[src/hdl/atpll_pkg.sv]
// Shared types and constants for the angle tracking PLL.
package atpll_pkg;

	localparam int ANG_W   = 16;
	localparam int GAIN_W  = 32;
	localparam int TICK_W  = 32;
	localparam int INTEG_W = 48;
	localparam int SPD_W   = 49;
	localparam int MUL_W   = 32;
	localparam int PROD_W  = 64;
	localparam int CFG_IDX_W = 2;

	localparam logic [CFG_IDX_W-1:0] CFG_PROP_GAIN     = 2'd0;
	localparam logic [CFG_IDX_W-1:0] CFG_INTEGRAL_GAIN = 2'd1;
	localparam logic [CFG_IDX_W-1:0] CFG_TICK_PERIOD   = 2'd2;

	localparam logic [TICK_W-1:0] TICK_PERIOD_RST = 32'd214748;

	localparam logic [GAIN_W-1:0] SPD_OUT_MAX = 32'h7FFF_FFFF;
	localparam logic [GAIN_W-1:0] SPD_OUT_MIN = 32'h8000_0000;

	localparam logic [INTEG_W-1:0] INTEG_MAX = 48'h7FFF_FFFF_FFFF;
	localparam logic [INTEG_W-1:0] INTEG_MIN = 48'h8000_0000_0000;

	typedef enum logic [3:0] {
		ST_IDLE,
		ST_KI,
		ST_LO1,
		ST_HI1,
		ST_INTEG,
		ST_SPEED,
		ST_ABS,
		ST_LO2,
		ST_HI2,
		ST_ANGLE
	} state_t;

endpackage

[src/hdl/atpll_mul.sv]
// Shared 32 x 32 unsigned multiplier with registered product.
module atpll_mul (
	input  logic                             clk,
	input  logic [atpll_pkg::MUL_W-1:0]      a,
	input  logic [atpll_pkg::MUL_W-1:0]      b,
	output logic [atpll_pkg::PROD_W-1:0]     prod_q
);

	always_ff @(posedge clk) begin
		prod_q <= {{(atpll_pkg::PROD_W-atpll_pkg::MUL_W){1'b0}}, a}
			* {{(atpll_pkg::PROD_W-atpll_pkg::MUL_W){1'b0}}, b};
	end

endmodule

[src/hdl/angle_tracking_pll_top.sv]
// Top level of the PI angle tracking PLL: sequencer, loop state and ports.
//
// One measured angle is accepted when in_ready is high; the block then runs nine
// sequencer steps around a single shared 32 x 32 multiplier (gain times error,
// two partial products for the tick scaling of the integrator increment, the
// proportional term, two partial products for the angle advance), with the
// integrator add/saturate, the speed add, the speed magnitude and the angle
// update folded into those steps. A new item is taken only when the sequencer
// is back in idle, after the last step of the previous item. The result sits in
// an output register with out_valid; the next item may be accepted while it
// waits, and the last step of that item holds until the previous result has been
// taken. Configuration writes are always ready and take effect immediately;
// write them only while the block is idle.
module angle_tracking_pll_top (
	input  logic                                  clk,
	input  logic                                  arst_n,
	input  logic                                  in_valid,
	output logic                                  in_ready,
	input  logic [atpll_pkg::ANG_W-1:0]           measured_angle,
	output logic                                  out_valid,
	input  logic                                  out_ready,
	output logic [atpll_pkg::ANG_W-1:0]           estimated_angle,
	output logic signed [atpll_pkg::GAIN_W-1:0]   speed_estimate,
	output logic signed [atpll_pkg::ANG_W-1:0]    phase_error,
	input  logic                                  cfg_valid,
	output logic                                  cfg_ready,
	input  logic [atpll_pkg::CFG_IDX_W-1:0]       cfg_index,
	input  logic [atpll_pkg::GAIN_W-1:0]          cfg_data
);

	atpll_pkg::state_t state_q, state_d;

	logic [atpll_pkg::GAIN_W-1:0]  prop_gain_q;
	logic [atpll_pkg::GAIN_W-1:0]  integral_gain_q;
	logic [atpll_pkg::TICK_W-1:0]  tick_period_q;
	logic [atpll_pkg::INTEG_W-1:0] integ_q;
	logic [atpll_pkg::ANG_W-1:0]   tracked_q;

	logic [atpll_pkg::ANG_W-1:0]   err_q;
	logic [15:0]                   p1_hi_q;
	logic [31:0]                   carry_q;
	logic [atpll_pkg::SPD_W-1:0]   speed_q;
	logic [47:0]                   spd_mag_q;
	logic [atpll_pkg::GAIN_W-1:0]  whole_q;
	logic                          out_valid_q;

	logic [atpll_pkg::MUL_W-1:0]   mul_a, mul_b;
	logic [atpll_pkg::PROD_W-1:0]  prod_q;

	logic [atpll_pkg::ANG_W-1:0]   err_neg, err_abs;
	logic [atpll_pkg::GAIN_W-1:0]  ki_neg, ki_abs, kp_neg, kp_abs;
	logic                          inc_sign, prop_sign;
	logic [47:0]                   inc_mag;
	logic [49:0]                   inc_val, integ_sum;
	logic [atpll_pkg::INTEG_W-1:0] integ_sat;
	logic [atpll_pkg::SPD_W-1:0]   prop_val, speed_sum, speed_neg;
	logic [31:0]                   whole_mag, whole_neg, whole_sat;
	logic [48:0]                   adv_acc;
	logic [atpll_pkg::ANG_W-1:0]   adv_mag, adv_val;
	logic                          fire_in, finish;

	atpll_mul u_mul (
		.clk    (clk),
		.a      (mul_a),
		.b      (mul_b),
		.prod_q (prod_q)
	);

	assign in_ready  = (state_q == atpll_pkg::ST_IDLE);
	assign fire_in   = in_valid && in_ready;
	assign cfg_ready = 1'b1;
	assign out_valid = out_valid_q;
	assign finish    = (state_q == atpll_pkg::ST_ANGLE) && (!out_valid_q || out_ready);

	// Magnitudes and signs for the sign-magnitude multiplies
	assign err_neg   = -err_q;
	assign err_abs   = err_q[atpll_pkg::ANG_W-1] ? err_neg : err_q;
	assign ki_neg    = -integral_gain_q;
	assign ki_abs    = integral_gain_q[atpll_pkg::GAIN_W-1] ? ki_neg : integral_gain_q;
	assign kp_neg    = -prop_gain_q;
	assign kp_abs    = prop_gain_q[atpll_pkg::GAIN_W-1] ? kp_neg : prop_gain_q;
	assign inc_sign  = integral_gain_q[atpll_pkg::GAIN_W-1] ^ err_q[atpll_pkg::ANG_W-1];
	assign prop_sign = prop_gain_q[atpll_pkg::GAIN_W-1] ^ err_q[atpll_pkg::ANG_W-1];

	// Integrator increment: high partial product plus carried-down low part
	assign inc_mag   = prod_q[47:0] + {16'b0, carry_q};
	assign inc_val   = inc_sign ? -{2'b0, inc_mag} : {2'b0, inc_mag};
	assign integ_sum = {{2{integ_q[atpll_pkg::INTEG_W-1]}}, integ_q} + inc_val;

	always_comb begin
		if (!integ_sum[49] && (integ_sum[48] || integ_sum[47])) begin
			integ_sat = atpll_pkg::INTEG_MAX;
		end else if (integ_sum[49] && !(integ_sum[48] && integ_sum[47])) begin
			integ_sat = atpll_pkg::INTEG_MIN;
		end else begin
			integ_sat = integ_sum[47:0];
		end
	end

	assign prop_val  = prop_sign ? -{2'b0, prod_q[46:0]} : {2'b0, prod_q[46:0]};
	assign speed_sum = prop_val + {integ_q[atpll_pkg::INTEG_W-1], integ_q};
	assign speed_neg = -speed_q;

	// Integer part of the speed, toward zero, clamped to 32 bits
	assign whole_mag = spd_mag_q[47:16];
	assign whole_neg = -whole_mag;
	always_comb begin
		if (!speed_q[atpll_pkg::SPD_W-1]) begin
			whole_sat = whole_mag[31] ? atpll_pkg::SPD_OUT_MAX : whole_mag;
		end else if (whole_mag > atpll_pkg::SPD_OUT_MIN) begin
			whole_sat = atpll_pkg::SPD_OUT_MIN;
		end else begin
			whole_sat = whole_neg;
		end
	end

	// Angle advance: keep bits 31:16 of the scaled speed magnitude, wrap
	assign adv_acc = prod_q[48:0] + {17'b0, carry_q};
	assign adv_mag = adv_acc[31:16];
	assign adv_val = speed_q[atpll_pkg::SPD_W-1] ? -adv_mag : adv_mag;

	always_ff @(posedge clk or negedge arst_n) begin
		if (!arst_n) begin
			state_q <= atpll_pkg::ST_IDLE;
		end else begin
			state_q <= state_d;
		end
	end

	always_comb begin
		state_d = state_q;
		mul_a   = '0;
		mul_b   = tick_period_q;
		case (state_q)
			atpll_pkg::ST_IDLE: begin
				if (in_valid) state_d = atpll_pkg::ST_KI;
			end
			atpll_pkg::ST_KI: begin
				mul_a   = ki_abs;
				mul_b   = {16'b0, err_abs};
				state_d = atpll_pkg::ST_LO1;
			end
			atpll_pkg::ST_LO1: begin
				mul_a   = prod_q[31:0];
				state_d = atpll_pkg::ST_HI1;
			end
			atpll_pkg::ST_HI1: begin
				mul_a   = {16'b0, p1_hi_q};
				state_d = atpll_pkg::ST_INTEG;
			end
			atpll_pkg::ST_INTEG: begin
				mul_a   = kp_abs;
				mul_b   = {16'b0, err_abs};
				state_d = atpll_pkg::ST_SPEED;
			end
			atpll_pkg::ST_SPEED: begin
				state_d = atpll_pkg::ST_ABS;
			end
			atpll_pkg::ST_ABS: begin
				state_d = atpll_pkg::ST_LO2;
			end
			atpll_pkg::ST_LO2: begin
				mul_a   = spd_mag_q[31:0];
				state_d = atpll_pkg::ST_HI2;
			end
			atpll_pkg::ST_HI2: begin
				mul_a   = {16'b0, spd_mag_q[47:32]};
				state_d = atpll_pkg::ST_ANGLE;
			end
			atpll_pkg::ST_ANGLE: begin
				// keep the high partial product steady while the result waits
				mul_a   = {16'b0, spd_mag_q[47:32]};
				// hold until the previous result has left the output register
				if (!out_valid_q || out_ready) state_d = atpll_pkg::ST_IDLE;
			end
			default: begin
				state_d = atpll_pkg::ST_IDLE;
			end
		endcase
	end

	always_ff @(posedge clk or negedge arst_n) begin
		if (!arst_n) begin
			prop_gain_q     <= '0;
			integral_gain_q <= '0;
			tick_period_q   <= atpll_pkg::TICK_PERIOD_RST;
			integ_q         <= '0;
			tracked_q       <= '0;
			out_valid_q     <= 1'b0;
		end else begin
			if (cfg_valid) begin
				case (cfg_index)
					atpll_pkg::CFG_PROP_GAIN:     prop_gain_q     <= cfg_data;
					atpll_pkg::CFG_INTEGRAL_GAIN: integral_gain_q <= cfg_data;
					atpll_pkg::CFG_TICK_PERIOD:   tick_period_q   <= cfg_data;
					default: ;
				endcase
			end
			if (state_q == atpll_pkg::ST_INTEG) integ_q <= integ_sat;
			if (finish) begin
				tracked_q   <= tracked_q + adv_val;
				out_valid_q <= 1'b1;
			end else if (out_ready) begin
				out_valid_q <= 1'b0;
			end
		end
	end

	always_ff @(posedge clk) begin
		if (fire_in) err_q <= measured_angle - tracked_q;
		if (state_q == atpll_pkg::ST_LO1) p1_hi_q <= prod_q[47:32];
		if (state_q == atpll_pkg::ST_HI1 || state_q == atpll_pkg::ST_HI2) begin
			carry_q <= prod_q[63:32];
		end
		if (state_q == atpll_pkg::ST_SPEED) speed_q <= speed_sum;
		if (state_q == atpll_pkg::ST_ABS) begin
			spd_mag_q <= speed_q[atpll_pkg::SPD_W-1] ? speed_neg[47:0] : speed_q[47:0];
		end
		if (state_q == atpll_pkg::ST_LO2) whole_q <= whole_sat;
		if (finish) begin
			estimated_angle <= tracked_q + adv_val;
			speed_estimate  <= whole_q;
			phase_error     <= err_q;
		end
	end

endmodule

[config.mk]
export PLATFORM = sky130hd
export DESIGN_NAME = angle_tracking_pll_top
export DESIGN_NICKNAME = d
export VERILOG_FILES = /design/src/hdl/atpll_pkg.sv /design/src/hdl/atpll_mul.sv /design/src/hdl/angle_tracking_pll_top.sv
export SDC_FILE = /design/constraint.sdc
export NUM_CORES = 2
export LEC_CHECK = 0
export BUFFER_PORTS_ARGS = -buffer_cell sky130_fd_sc_hd__clkbuf_2
export CORE_ASPECT_RATIO = 1.25
export CORE_MARGIN = 2
export CORE_UTILIZATION = 55
export DETAILED_ROUTE_END_ITERATION = 8
export PLACE_DENSITY = 0.76
export SYNTH_ARGS = -nofsm -noshare
export SYNTH_HDL_FRONTEND = slang
export SYNTH_SLANG_ARGS = --single-unit
[constraint.sdc]
create_clock -name clk -period 13.19 [get_ports clk]
set_input_delay 2.638 -clock clk [delete_from_list [all_inputs] [get_ports clk]]
set_output_delay 2.638 -clock clk [all_outputs]
set_load 0.02 [all_outputs]
==> results.toml <==
[synthesis]
ys_async_sr_fraction = 0.3395
yosysWarnings = 0
syn_inst = 6858
yosysUniqueCellTypes = 88
avgSynthCellArea_sq_um = 9.142
netlist_area_sq_um = 62690
yosysSeqAreaShare = 0.2096
synth_edf_count = 257
synthFlopType = "edfxtp_1"
synthesis.nets = 8244
ys_top_cells_by_area = "fa_1 (29%), edfxtp_1 (12%), ha_1 (8.6%), dfrtp_1 (6.2%), inv_1 (6.2%)"
yosys.area.top_type = "fa_1"
synth-seq-cells = 486
yosysTopAreaCellShare = 0.2877

[timing]
tightest_slew_ps = 1475
setup_viol = 0
hold_viol = 0
rsz0062_at_grt = "false"
finClkSkew_ps = 64.62
max_freq_mhz = 83.37
fin_hold_ws_ps = 395.6
slew_viol_final = 0
fin_tns_setup_ps = 0
layout_min_cycle_time_ps = 12000
finalCritPeriodShare = 0.9094
relSlewSlack = 0.009437

[drt]
routedWlPerCell_um = 26.12
drt_iter0_drc = 5890
vias = 52114
drc = 0
wirelength_um = 218300
ant_nets = 0
vias_per_cell = 6.235
drtPass1Iterations = 8

[critical_path]
criticalPathCategory = "flip-flop to flip-flop"
cp_slowest_stage_delay_ps = 800
crit_slowest_cell = "o31ai_1"
timing.rr.end = "u_mul.prod_q[59]$_DFF_P_"
r2r-start = "integral_gain_q[2]$_DFFE_PN0P_"
startpoint_type = "flip-flop"
r2r_setup_slack_ps = 1190
required_ps = 13730
worstSetupEndpointType = "flip-flop"
reg2reg_depth = 33
cpMostUsedCell = "fa_1"
cp.arrival_ps = 12530
path_max_fanout = 13

[cells_and_area]
area_growth_pct = 6.824
fillerInstances = 9662
layout.nets = 8225
finalNonFillerCells = 8358
drive_above_1_share = 0.07758

[placed_design]
dp_hpwl_um = 168600
io_buffers = 120
placed_cells = 8255
gp_congestion = 1.108

[floorplan]
die_width_um = 306.0
core_region_area_sq_um = 113100
num_rows = 138
dieHeight_um = 381.5
ios = 122
dieArea_sq_um = 116700
initial_core_util = 0.5543

[outcome]
outcome = "complete, but fails checks"
violations = "max-capacitance violations"

[grt]
grt_max_degree = 86
grt_pass1_vias = 53181
antenna_found_initial = 23
track_usage = 0.3763
overflow = 0
grt_pass1_wl_um = 325000

[clock_tree]
cts_tree = "built"
insertion_delay_ps = 670
clock_path_buffers = 3
ctsHoldBuffers = 0
cts_buffers = 52
cts_sinks = 486
cts-resized-gates = 0
clock_tree.root_cell = "clkbuf_16"
post-cts-setup-buffers = 0
clk_pin_slew_ps = 80
htreeDepth = 2

[hold_path]
hold-path-cell-count = 0
hp-class = "flip-flop to flip-flop"
worstHoldEndpoint = "carry_q[20]$_DFFE_PP_"
holdCritStartpoint = "u_mul.prod_q[52]$_DFF_P_"

[flow_run]
cap_viol_max_count = 1
[Yosys cell counts, types with 61 or more instances]
library cell	count
inv_1	1032
fa_1	901
nor2_1	809
nand2_1	747
ha_1	430
a21oi_1	296
clkbuf_1	287
o21ai_0	267
edfxtp_1	257
xnor2_1	239
xor2_1	190
dfrtp_1	155
a21o_1	98
mux2_2	96
or3_1	76
dfxtp_1	64
nor3_1	61
[cells in the final DEF (no fill, tap or decap), types with 26 or more instances in the layout]
cell type,Yosys,routed
o21a_1,53,53
clkbuf_16,0,52
and3_1,57,54
o21bai_1,30,30
edfxtp_1,257,257
nand4_1,35,35
nand2_1,747,747
xor2_1,190,190
or3_1,76,75
and2_1,32,31
mux2_2,96,96
ha_1,430,430
nor2_1,809,803
o31ai_1,60,59
dfxtp_1,64,64
a31oi_1,26,26
nor2b_1,44,44
nand3_1,53,53
xnor2_1,239,237
a21o_1,98,98
fa_1,901,901
a22oi_1,40,40
buf_4,1,111
inv_1,1032,1032
nor3_1,61,53
dfrtp_1,155,155
clkbuf_2,0,119
a21oi_1,296,296
nand2b_1,48,47
o21ai_0,267,262
[flip-flops by register name, indices dropped and copies added, names as in the netlist, 32 cells and up]
| name | cells |
|---|---|
| u_mul.prod_q | 64 |
| speed_q | 49 |
| spd_mag_q | 48 |
| prop_gain_q | 32 |
| carry_q | 32 |
| integral_gain_q | 32 |
| tick_period_q | 32 |
| speed_estimate | 32 |
| integ_q | 48 |
| whole_q | 32 |
[cell type report]
cell class              instances  area (sq um)  area share
diodes                          5         12.51   0.0001868
clock buffers                  61          1375     0.02053
clock inverters                37         490.5    0.007324
inverters                    1033          3877     0.05790
multi-input cells            5035         44800      0.6689
flip-flops and latches        486         13140      0.1962
well taps                    1470          1839     0.02746
repair buffers                231          1440     0.02150
[logic make-up after synthesis]
kind of cell	after synthesis	synth area share
AO/OA/AOI/OAI	1105	0.1136
XOR/XNOR	430	0.06031
adder cells (fa/ha/maj)	1331	0.3735
buffers and inverters	1337	0.08015
flip-flops	486	0.2096
multiplexers	106	0.01884
other	1	0.00005982
AND/OR/NAND/NOR	2062	0.1439
[worst max-delay path, delay by kind of cell, from the launching register on]
kind                     cells  cell delay [ps]
buffers and inverters        2              100
AO/OA/AOI/OAI               12             3780
XOR/XNOR                     2              380
flip-flops                   1              430
adder cells (fa/ha/maj)      9             4490
AND/OR/NAND/NOR              8             2630
[worst max path at each step]
stage                     slack [ps]  depth (start not counted)                            from                  endpoint
final                           1190                         33  integral_gain_q[2]$_DFFE_PN0P_  u_mul.prod_q[59]$_DFF_P_
after detailed placement        1700                         34  integral_gain_q[2]$_DFFE_PN0P_  u_mul.prod_q[63]$_DFF_P_
after floorplan                 2800                         39  integral_gain_q[2]$_DFFE_PN0P_  u_mul.prod_q[60]$_DFF_P_
after global placement          1890                         33  integral_gain_q[2]$_DFFE_PN0P_  u_mul.prod_q[59]$_DFF_P_
after global routing             890                         33  integral_gain_q[2]$_DFFE_PN0P_  u_mul.prod_q[59]$_DFF_P_
after CTS                       1530                         33  integral_gain_q[2]$_DFFE_PN0P_  u_mul.prod_q[59]$_DFF_P_
[stage by stage]
step	util	area, sq um	setup WS [ps]
floorplan	-	62690	2801
global placement	0.5756	65090	1892
detailed placement	0.5756	65090	1696
CTS	0.5920	66960	1532
global route	0.5921	66960	890.9
finish	0.5922	66970	1195
[per-layer routing]
metal | GRT usage | wire length, um
met1 | 0.4368 | 73000
met2 | 0.5965 | 98670
met5 | 0 | 147
met4 | 0.2837 | 20970
met3 | 0.1019 | 25490
Power is not shown: default switching activity piles up to over one toggle a cycle in this logic, so the estimate is an artifact.
